<file path="config.mk">
export PLATFORM = sky130hd
export DESIGN_NAME = b2y420_math
export DESIGN_NICKNAME = d
export VERILOG_FILES = /design/src/design/b2y420_pkg.sv /design/src/design/b2y420_math.sv
export SDC_FILE = /design/constraint.sdc
export NUM_CORES = 1
export LEC_CHECK = 0
export BUFFER_PORTS_ARGS = -buffer_cell sky130_fd_sc_hd__buf_2
export CAP_MARGIN = 20
export CORE_MARGIN = 2
export CORE_UTILIZATION = 40
export CTS_CLUSTER_SIZE = 24
export DETAILED_ROUTE_END_ITERATION = 8
export SYNTH_ARGS = -nofsm -noshare
export SYNTH_HDL_FRONTEND = slang
export SYNTH_SLANG_ARGS = --single-unit
</file>
<file path="constraint.sdc">
create_clock -name clk_i -period 7.6 [get_ports clk_i]
set_input_delay 1.14 -clock clk_i [delete_from_list [all_inputs] [get_ports clk_i]]
set_output_delay 1.14 -clock clk_i [all_outputs]
set_load 0.005 [all_outputs]
</file>
<file path="src/design/b2y420_pkg.sv">
// ----------------------------------------------------------------------------
// b2y420_pkg
// types, register indexes and coefficients of the bgr to ycbcr 4:2:0 converter
// ----------------------------------------------------------------------------
`default_nettype none

package b2y420_pkg;

  localparam int unsigned MaxWidthDef    = 4096;
  localparam int unsigned MaxHeight      = 4096;
  localparam int unsigned RowW           = 12;
  localparam int unsigned CfgIdxW        = 2;
  localparam int unsigned CfgDataW       = 13;
  localparam int unsigned ImgWidthReset  = 640;
  localparam int unsigned ImgHeightReset = 480;

  localparam logic [CfgIdxW-1:0] RegImageWidth  = 2'd0;
  localparam logic [CfgIdxW-1:0] RegImageHeight = 2'd1;

  // luma coefficients
  localparam int unsigned CoefYR = 66;
  localparam int unsigned CoefYG = 129;
  localparam int unsigned CoefYB = 25;
  localparam int unsigned LumaOffset = 16;
  // cb = -38 r - 74 g + 112 b
  localparam int unsigned CoefCbR = 38;
  localparam int unsigned CoefCbG = 74;
  localparam int unsigned CoefCbB = 112;
  // cr = 112 r - 94 g - 18 b
  localparam int unsigned CoefCrR = 112;
  localparam int unsigned CoefCrG = 94;
  localparam int unsigned CoefCrB = 18;
  localparam int unsigned RoundHalf    = 128;
  localparam int unsigned ChromaOffset = 128;

  typedef struct packed {
    logic [7:0] blue;
    logic [7:0] green;
    logic [7:0] red;
  } pixel_t;

  typedef struct packed {
    logic [7:0] luma;
    logic       chroma_valid;
    logic [7:0] cb;
    logic [7:0] cr;
    logic       frame_end;
  } result_t;

  // horizontal pair sums, blue in the low bits
  typedef struct packed {
    logic [8:0] red;
    logic [8:0] green;
    logic [8:0] blue;
  } pair_sum_t;

  // first stage contents handed to the arithmetic stages
  typedef struct packed {
    pixel_t    pix;
    pair_sum_t cur_sum;
    pair_sum_t prev_sum;
    logic      chroma;
    logic      self_row;
    logic      frame_end;
  } stage_t;

endpackage

`default_nettype wire

</file>
<file path="src/design/b2y420_math.sv">
// ----------------------------------------------------------------------------
// b2y420_math
// luma, 2x2 averaging and chroma matrix with the result register
// ----------------------------------------------------------------------------
`default_nettype none

module b2y420_math (
  input  wire logic                clk_i,
  input  wire logic                rst_ni,
  input  wire logic                s1_valid_i,
  input  wire b2y420_pkg::stage_t  s1_i,
  output logic                     take_o,
  output logic                     out_valid_o,
  input  wire logic                out_stall_i,
  output b2y420_pkg::result_t      out_data_o
);

  typedef struct packed {
    logic [7:0] luma;
    logic [7:0] avg_b;
    logic [7:0] avg_g;
    logic [7:0] avg_r;
    logic       chroma;
    logic       frame_end;
  } s2_t;

  logic s2_valid_q, out_valid_q;
  logic s2_en, out_en;
  s2_t  s2_q, s2_d;
  b2y420_pkg::result_t out_q, out_d;
  logic [9:0]  tot_b, tot_g, tot_r;
  logic [15:0] luma_acc;
  logic [17:0] cb_acc, cr_acc, cb_sh, cr_sh;

  assign out_en = !out_valid_q || !out_stall_i;
  assign s2_en  = !s2_valid_q || out_en;
  assign take_o = s2_en;

  // four-pixel totals; on an odd last row the pair is counted twice
  always_comb begin
    if (s1_i.self_row) begin
      tot_b = {s1_i.cur_sum.blue,  1'b0};
      tot_g = {s1_i.cur_sum.green, 1'b0};
      tot_r = {s1_i.cur_sum.red,   1'b0};
    end else begin
      tot_b = {1'b0, s1_i.cur_sum.blue}  + {1'b0, s1_i.prev_sum.blue};
      tot_g = {1'b0, s1_i.cur_sum.green} + {1'b0, s1_i.prev_sum.green};
      tot_r = {1'b0, s1_i.cur_sum.red}   + {1'b0, s1_i.prev_sum.red};
    end
    luma_acc = 16'(b2y420_pkg::CoefYR) * 16'(s1_i.pix.red)
             + 16'(b2y420_pkg::CoefYG) * 16'(s1_i.pix.green)
             + 16'(b2y420_pkg::CoefYB) * 16'(s1_i.pix.blue)
             + 16'(b2y420_pkg::RoundHalf);
    s2_d.luma      = 8'(luma_acc[15:8] + 8'(b2y420_pkg::LumaOffset));
    s2_d.avg_b     = 8'((tot_b + 10'd2) >> 2);
    s2_d.avg_g     = 8'((tot_g + 10'd2) >> 2);
    s2_d.avg_r     = 8'((tot_r + 10'd2) >> 2);
    s2_d.chroma    = s1_i.chroma;
    s2_d.frame_end = s1_i.frame_end;
  end

  // signed sums kept modulo 2^18, then floor shift
  always_comb begin
    cb_acc = 18'(b2y420_pkg::CoefCbB) * 18'(s2_q.avg_b)
           - 18'(b2y420_pkg::CoefCbR) * 18'(s2_q.avg_r)
           - 18'(b2y420_pkg::CoefCbG) * 18'(s2_q.avg_g)
           + 18'(b2y420_pkg::RoundHalf);
    cr_acc = 18'(b2y420_pkg::CoefCrR) * 18'(s2_q.avg_r)
           - 18'(b2y420_pkg::CoefCrG) * 18'(s2_q.avg_g)
           - 18'(b2y420_pkg::CoefCrB) * 18'(s2_q.avg_b)
           + 18'(b2y420_pkg::RoundHalf);
    cb_sh = 18'($signed(cb_acc) >>> 8);
    cr_sh = 18'($signed(cr_acc) >>> 8);
    out_d.luma         = s2_q.luma;
    out_d.chroma_valid = s2_q.chroma;
    out_d.frame_end    = s2_q.frame_end;
    if (s2_q.chroma) begin
      out_d.cb = cb_sh[7:0] + 8'(b2y420_pkg::ChromaOffset);
      out_d.cr = cr_sh[7:0] + 8'(b2y420_pkg::ChromaOffset);
    end else begin
      out_d.cb = 8'(b2y420_pkg::ChromaOffset);
      out_d.cr = 8'(b2y420_pkg::ChromaOffset);
    end
  end

  always_ff @(posedge clk_i or negedge rst_ni) begin
    if (!rst_ni) begin
      s2_valid_q  <= 1'b0;
      out_valid_q <= 1'b0;
    end else begin
      if (s2_en) begin
        s2_valid_q <= s1_valid_i;
      end
      if (out_en) begin
        out_valid_q <= s2_valid_q;
      end
    end
  end

  always_ff @(posedge clk_i) begin
    if (s2_en && s1_valid_i) begin
      s2_q <= s2_d;
    end
    if (out_en && s2_valid_q) begin
      out_q <= out_d;
    end
  end

  assign out_valid_o = out_valid_q;
  assign out_data_o  = out_q;

endmodule

`default_nettype wire

</file>
==> results of run 1 <==
-- registers in the layout, summed over array words and instances, names as in the netlist --
signal       flops
out_data_o      26
s2_q            24
out_d           10
out_valid_o      1
s2_valid_q       1
-- layout make-up --
class | instances | area [um2] | share of cell area [%]
Clock buffer | 9 | 225.2 | 1.817
Clock inverter | 7 | 57.56 | 0.4645
Inverter | 210 | 788.3 | 6.361
Multi-Input combinational cell | 870 | 8413 | 67.89
Sequential cell | 62 | 1852 | 14.94
Tap cell | 378 | 473.0 | 3.817
Timing Repair Buffer | 115 | 583.1 | 4.705
-- metal layers --
layer | vias up | wire (um) | part of all wire [%]
met5 | - | 0 | 0
met4 | 0 | 290 | 1.3
met3 | 24 | 673 | 3.0
met2 | 121 | 10170 | 46
met1 | 3761 | 11160 | 50
li1 | 4238 | - | -
-- cells by family after synthesis --
family	share of synthesized area [%]
compound gates	12.79
simple gates	10.58
flops	16.66
fa+ha+maj	44.35
xor+xnor	7.091
mux	0.8442
buf+inv	7.688
-- metrics by stage --
step                std cells  util (%)  setup slack (ns)
floorplan                1157         -             1.187
global placement         1635     43.95            0.7770
detailed placement       1635     43.95            0.6868
CTS                      1651     44.98             1.032
global route             1651     44.98            0.7030
finish                   1651     44.98             1.035
-- synthesized netlist by cell type, drive strengths merged, types with 3 or more instances --
cell and count:
o21a 14, o31ai 6, edfxtp 60, o2111ai 3, nor2b 9, a21o 20, nand3 16, or3 5
ha 250, o211ai 6, xnor2 62, inv 210, xor2 28, a31oi 3, a21boi 6, buf 8
a211oi 7, o311ai 3, nand4 10, nand2 45, fa 90, and4 3, and3 6, or2 4
o21ai 39, nor4b 4, a2111oi 3, o21bai 10, mux2 3, nor3 16, nand3b 3, o22ai 3
nor3b 14, nand2b 11, a31o 4, mux2i 6, a21oi 72, nor2 42, nor4 9, and2 7
clkbuf 7, and3b 5
-- worst max path at each step --
stage / end / slack (ns) / cells past startpoint
floorplan: out_d[24] / 1.19 / 20
global placement: out_d[24] / 0.78 / 21
detailed placement: out_d[24] / 0.69 / 21
CTS: out_d[24] / 1.03 / 21
global route: out_d[24] / 0.70 / 21
finish: out_d[24] / 1.04 / 21
==> flow_metrics.tcl, run 1 <==
set metrics [dict create \
    status "finished, final reports clean" \
    min-delay-start "out_d[25]" \
    htree_levels 3 \
    hold_viol_final 0 \
    hold_slack_ns 0.4172 \
    critPathLaunchType "primary input" \
    dieArea_um2 29140 \
    clk_latency_ns 0.35 \
    yosysSeqAreaShare_pct 16.66 \
    tightest_slew_ns 0.7186 \
    final_cell_mix "ha_1, inv_1, buf_2" \
    critPathSlowestCell "fa_1" \
    ys_types 69 \
    io_pins 113 \
    vias 8144 \
    nets 1693 \
    grt_util_met3_pct 2.406 \
    path_delay_family "adder cells" \
    cts_tree "done" \
    r2r_cells 24 \
    synth_area_leader_cell "ha_1" \
    crit_type "primary input to register" \
    core_um2 27550 \
    synth_ff_type "edfxtp_1" \
    num_rows 61 \
    fin_crit_ns 6.565 \
    cts_setup_buffers 0 \
    antenna_found_initial 0 \
    die_y_um 170.7 \
    netlist_area_um2 11120 \
    fin_tns_setup_ns 0 \
    yosysWarnings 0 \
    finalCritPeriodShare_pct 86.38 \
    startpoint "s1_i[59]" \
    synth_top_area_share_pct 28.14 \
    rsz0062_at_grt "false" \
    arrival_ns 6.66 \
    path_common_cell "ha_1" \
    skew_ns 0.01390 \
    cts_resized 0 \
    fp.dieW_um 170.7 \
    crit_fanout 5 \
    final_antenna_net_count 0 \
    drt_wl_total_um 22300 \
    drc 0 \
    diodes 0 \
    relSlewSlack_pct 52.09 \
    drtIter0Drc 258 \
    clkTransAtPathRegs_ns 0.06 \
    setup_viol 0 \
    whs_path_depth 0 \
    drv_slew 0 \
    grt_overflow 0 \
    critPathBufInv 3 \
    grt_use_total_pct 16.02 \
    required_ns 7.69 \
    synth_edf_count 60 \
    grt_pass1_vias 7975 \
    reg2reg_to "out_data_o[7]" \
    met1_usage_pct 22.11 \
    slowest_delay_ns 0.56 \
    grt_pass1_wl_um 37470 \
    syn_avg_cell_area_um2 9.607 \
    worstHoldEndpoint "out_data_o[25]" \
    gp_congestion 0.8326 \
    clockBufferDepth 2 \
    reg2reg_slack_ns 1.37 \
    synth_cells 1157 \
    maxCapViolCount 0 \
    r2r-start "s2_q[12]" \
    final_area_um2 12390 \
    hold_path_class "register to register" \
    tritoncts.num_buffers 9 \
    setup.worst_path.end_class "register" \
    fillerInstances 2686 \
    ctsHoldBuffers 0 \
    placement.cell_area_um2 12110 \
    syn_to_final_growth_pct 11.48 \
    grtUsageMet2_pct 26.54 \
    grt_max_degree 79 \
    worstPathCellList "buf_2, ha_1, ha_1, ha_1, fa_1, ha_1, fa_1, fa_1, inv_1, fa_1, inv_1, ha_1, nand4_1, o21ai_0, nor4_2, a21oi_1, a21oi_1, xnor2_1, ha_1, xnor2_1, xnor2_1" \
    wl_per_cell_um 13.50 \
    syn_nets 1582 \
    hpwlAfterDp_um 19330 \
    busiest_layer "met2" \
    cts-root-buf "clkbuf_16" \
    viasPerCell 4.933 \
    drive_above_1_share_pct 11.78 \
    dr.pass1.iters 7 \
    final_common_cell "ha_1" \
    synthTopCellsByArea "ha_1, edfxtp_1, fa_1" \
    clock-sinks 62 \
    max_freq_ghz 0.1523 \
    portBuffers 112 \
    synth-seq-cells 62 \
    synth-async-reset-ratio_pct 3.226 \
    start_util_pct 40.34 \
]
Power of run 1 is not shown: default switching activity piles up to over one toggle a cycle in this logic, so the estimate is an artifact.
==> run 2: changes to the inputs <==
clock period = 6.8 ns   (was 7.6 ns; I/O delays follow)
==> run 2 against run 1 <==
  * Core utilization increased by 0.17 points
  * Design area increased by 0.38%
  * Sequential cell count unchanged
  * Worst setup slack got worse by 0.68 ns
  * Sequential share of layout area decreased by 0.057 points
  * Cell count unchanged
  * Critical path depth unchanged
  * Worst hold slack improved by 0.00065 ns
  * Global-route usage about the same
  * Clock-buffer cell count unchanged
  * Register-to-register slack got worse by 0.87 ns
  * Routed wire length increased by 0.72%
==> flow_metrics.tcl, run 2 (synthesis gave the netlist of run 1 again) <==
set metrics [dict create \
    critPathLaunchType "primary input" \
    dr.pass1.iters 5 \
    ctsHoldBuffers 0 \
    final_util_pct 45.15 \
    drive_above_1_share_pct 11.78 \
    slowest_delay_ns 0.55 \
    path_delay_family "adder cells" \
    fp.dieW_um 170.7 \
    fin_crit_ns 6.446 \
    tritoncts.num_buffers 9 \
    critPathSlowestCell "fa_1" \
    viasPerCell 4.945 \
    hpwlAfterDp_um 19520 \
    clkTransAtPathRegs_ns 0.06 \
    grt_use_total_pct 16.02 \
    multi_input_area_um2 8413 \
    tightest_slew_ns 0.6305 \
    status "finished, final reports clean" \
    clock-sinks 62 \
    die_y_um 170.7 \
    gp_congestion 0.8466 \
    cts-root-buf "clkbuf_16" \
    dieArea_um2 29140 \
    cts_resized 0 \
    crit_fanout 5 \
    max_freq_ghz 0.1551 \
    final_antenna_net_count 0 \
    worst_slack_ns 0.3543 \
    critPathBufInv 3 \
    setup.worst_path.end_class "register" \
    clockBufferDepth 2 \
    crit_type "primary input to register" \
    setup_viol 0 \
    path_common_cell "ha_1" \
    clk_latency_ns 0.35 \
    grt_overflow 0 \
    final_common_cell "ha_1" \
    syn_to_final_growth_pct 11.91 \
    largest_reg_flops 26 \
    seqCellArea_um2 1852 \
    hold_path_class "register to register" \
    post-place-ws_ns -0.03476 \
    relSlewSlack_pct 57.97 \
    cts_tree "done" \
    drc 0 \
    antenna_found_initial 0 \
    maxCapViolCount 0 \
    arrival_ns 6.55 \
    fillerInstances 2675 \
    htree_levels 3 \
    num_rows 61 \
    nets 1693 \
    hold_viol_final 0 \
    final_cell_mix "ha_1, inv_1, buf_2" \
    portBuffers 112 \
    io_pins 113 \
    hold_slack_ns 0.4178 \
    finalCritPeriodShare_pct 94.79 \
    skew_ns 0.01094 \
    wl_per_cell_um 13.60 \
    worstPathCellList "buf_2, ha_1, ha_1, ha_1, fa_1, ha_1, fa_1, fa_1, inv_1, fa_1, inv_1, ha_1, nand4_1, o21ai_0, nor4_2, a21oi_1, a21oi_1, xnor2_1, ha_1, xnor2_1, xnor2_1" \
    rsz0062_at_grt "false" \
    required_ns 6.90 \
    cts_setup_buffers 0 \
    grt_pass1_vias 7997 \
    grt_pass1_wl_um 37290 \
    start_util_pct 40.34 \
    vias 8165 \
    drt_wl_total_um 22460 \
    core_um2 27550 \
    grt_max_degree 41 \
    diodes 0 \
    drtIter0Drc 270 \
    drv_slew 0 \
]
## run 2: cell types whose count changed in the layout (fill, tap and decap cells not counted)
cell	delta
clkinv_4	+1
clkinv_2	-1
bufinv_16	+2
inv_6	-1
clkinvlp_4	-1
## run 2: layer usage
metal	track usage [%]	share of wire [%]	wire, um
met4	4.236	1.5	326
met1	22.04	50	11190
met2	26.51	46	10360
met5	0	0	0
met3	2.128	2.6	587
## run 2: layout make-up
type	count	area share, %
Clock inverter	7	0.8449
Clock buffer	9	1.811
Multi-Input combinational cell	870	67.63
Inverter	210	6.337
Timing Repair Buffer	115	4.687
Sequential cell	62	14.89
Tap cell	378	3.802
## run 2: metrics by stage
| step | cell area (um2) | cells | setup TNS (ns) |
|---|---|---|---|
| floorplan | 11120 | 1157 | 0 |
| global placement | 12110 | 1635 | 0 |
| detailed placement | 12110 | 1635 | -0.03476 |
| CTS | 12440 | 1651 | 0 |
| global route | 12440 | 1651 | 0 |
| finish | 12440 | 1651 | 0 |
## run 2: worst register-to-register path: cells and delay by family, from the launching register on
| family | cells | cell delay [ns] |
|---|---|---|
| flip-flops | 1 | 0.46 |
| AND/OR/NAND/NOR | 5 | 0.87 |
| XOR/XNOR | 1 | 0.34 |
| adder cells (fa/ha/maj) | 7 | 2.94 |
| buffers and inverters | 5 | 0.41 |
| AO/OA/AOI/OAI | 6 | 1.08 |
## run 2: worst paths after layout
kind / to / start / slack (ns) / cells after the start
worst max-delay path: out_d[24] / s1_i[59] / 0.35 / 21
worst min-delay path: out_data_o[18] / out_d[18] / 0.42 / 0
worst max register to register: out_data_o[7] / s2_q[12] / 0.50 / 24
worst min register to register: out_data_o[18] / out_d[18] / 0.42 / 0
max in group asynchronous: s2_valid_q / rst_ni / 6.26 / 1
min in group asynchronous: out_valid_o / rst_ni / 0.44 / 1
Power of run 2 is left out for the same reason.
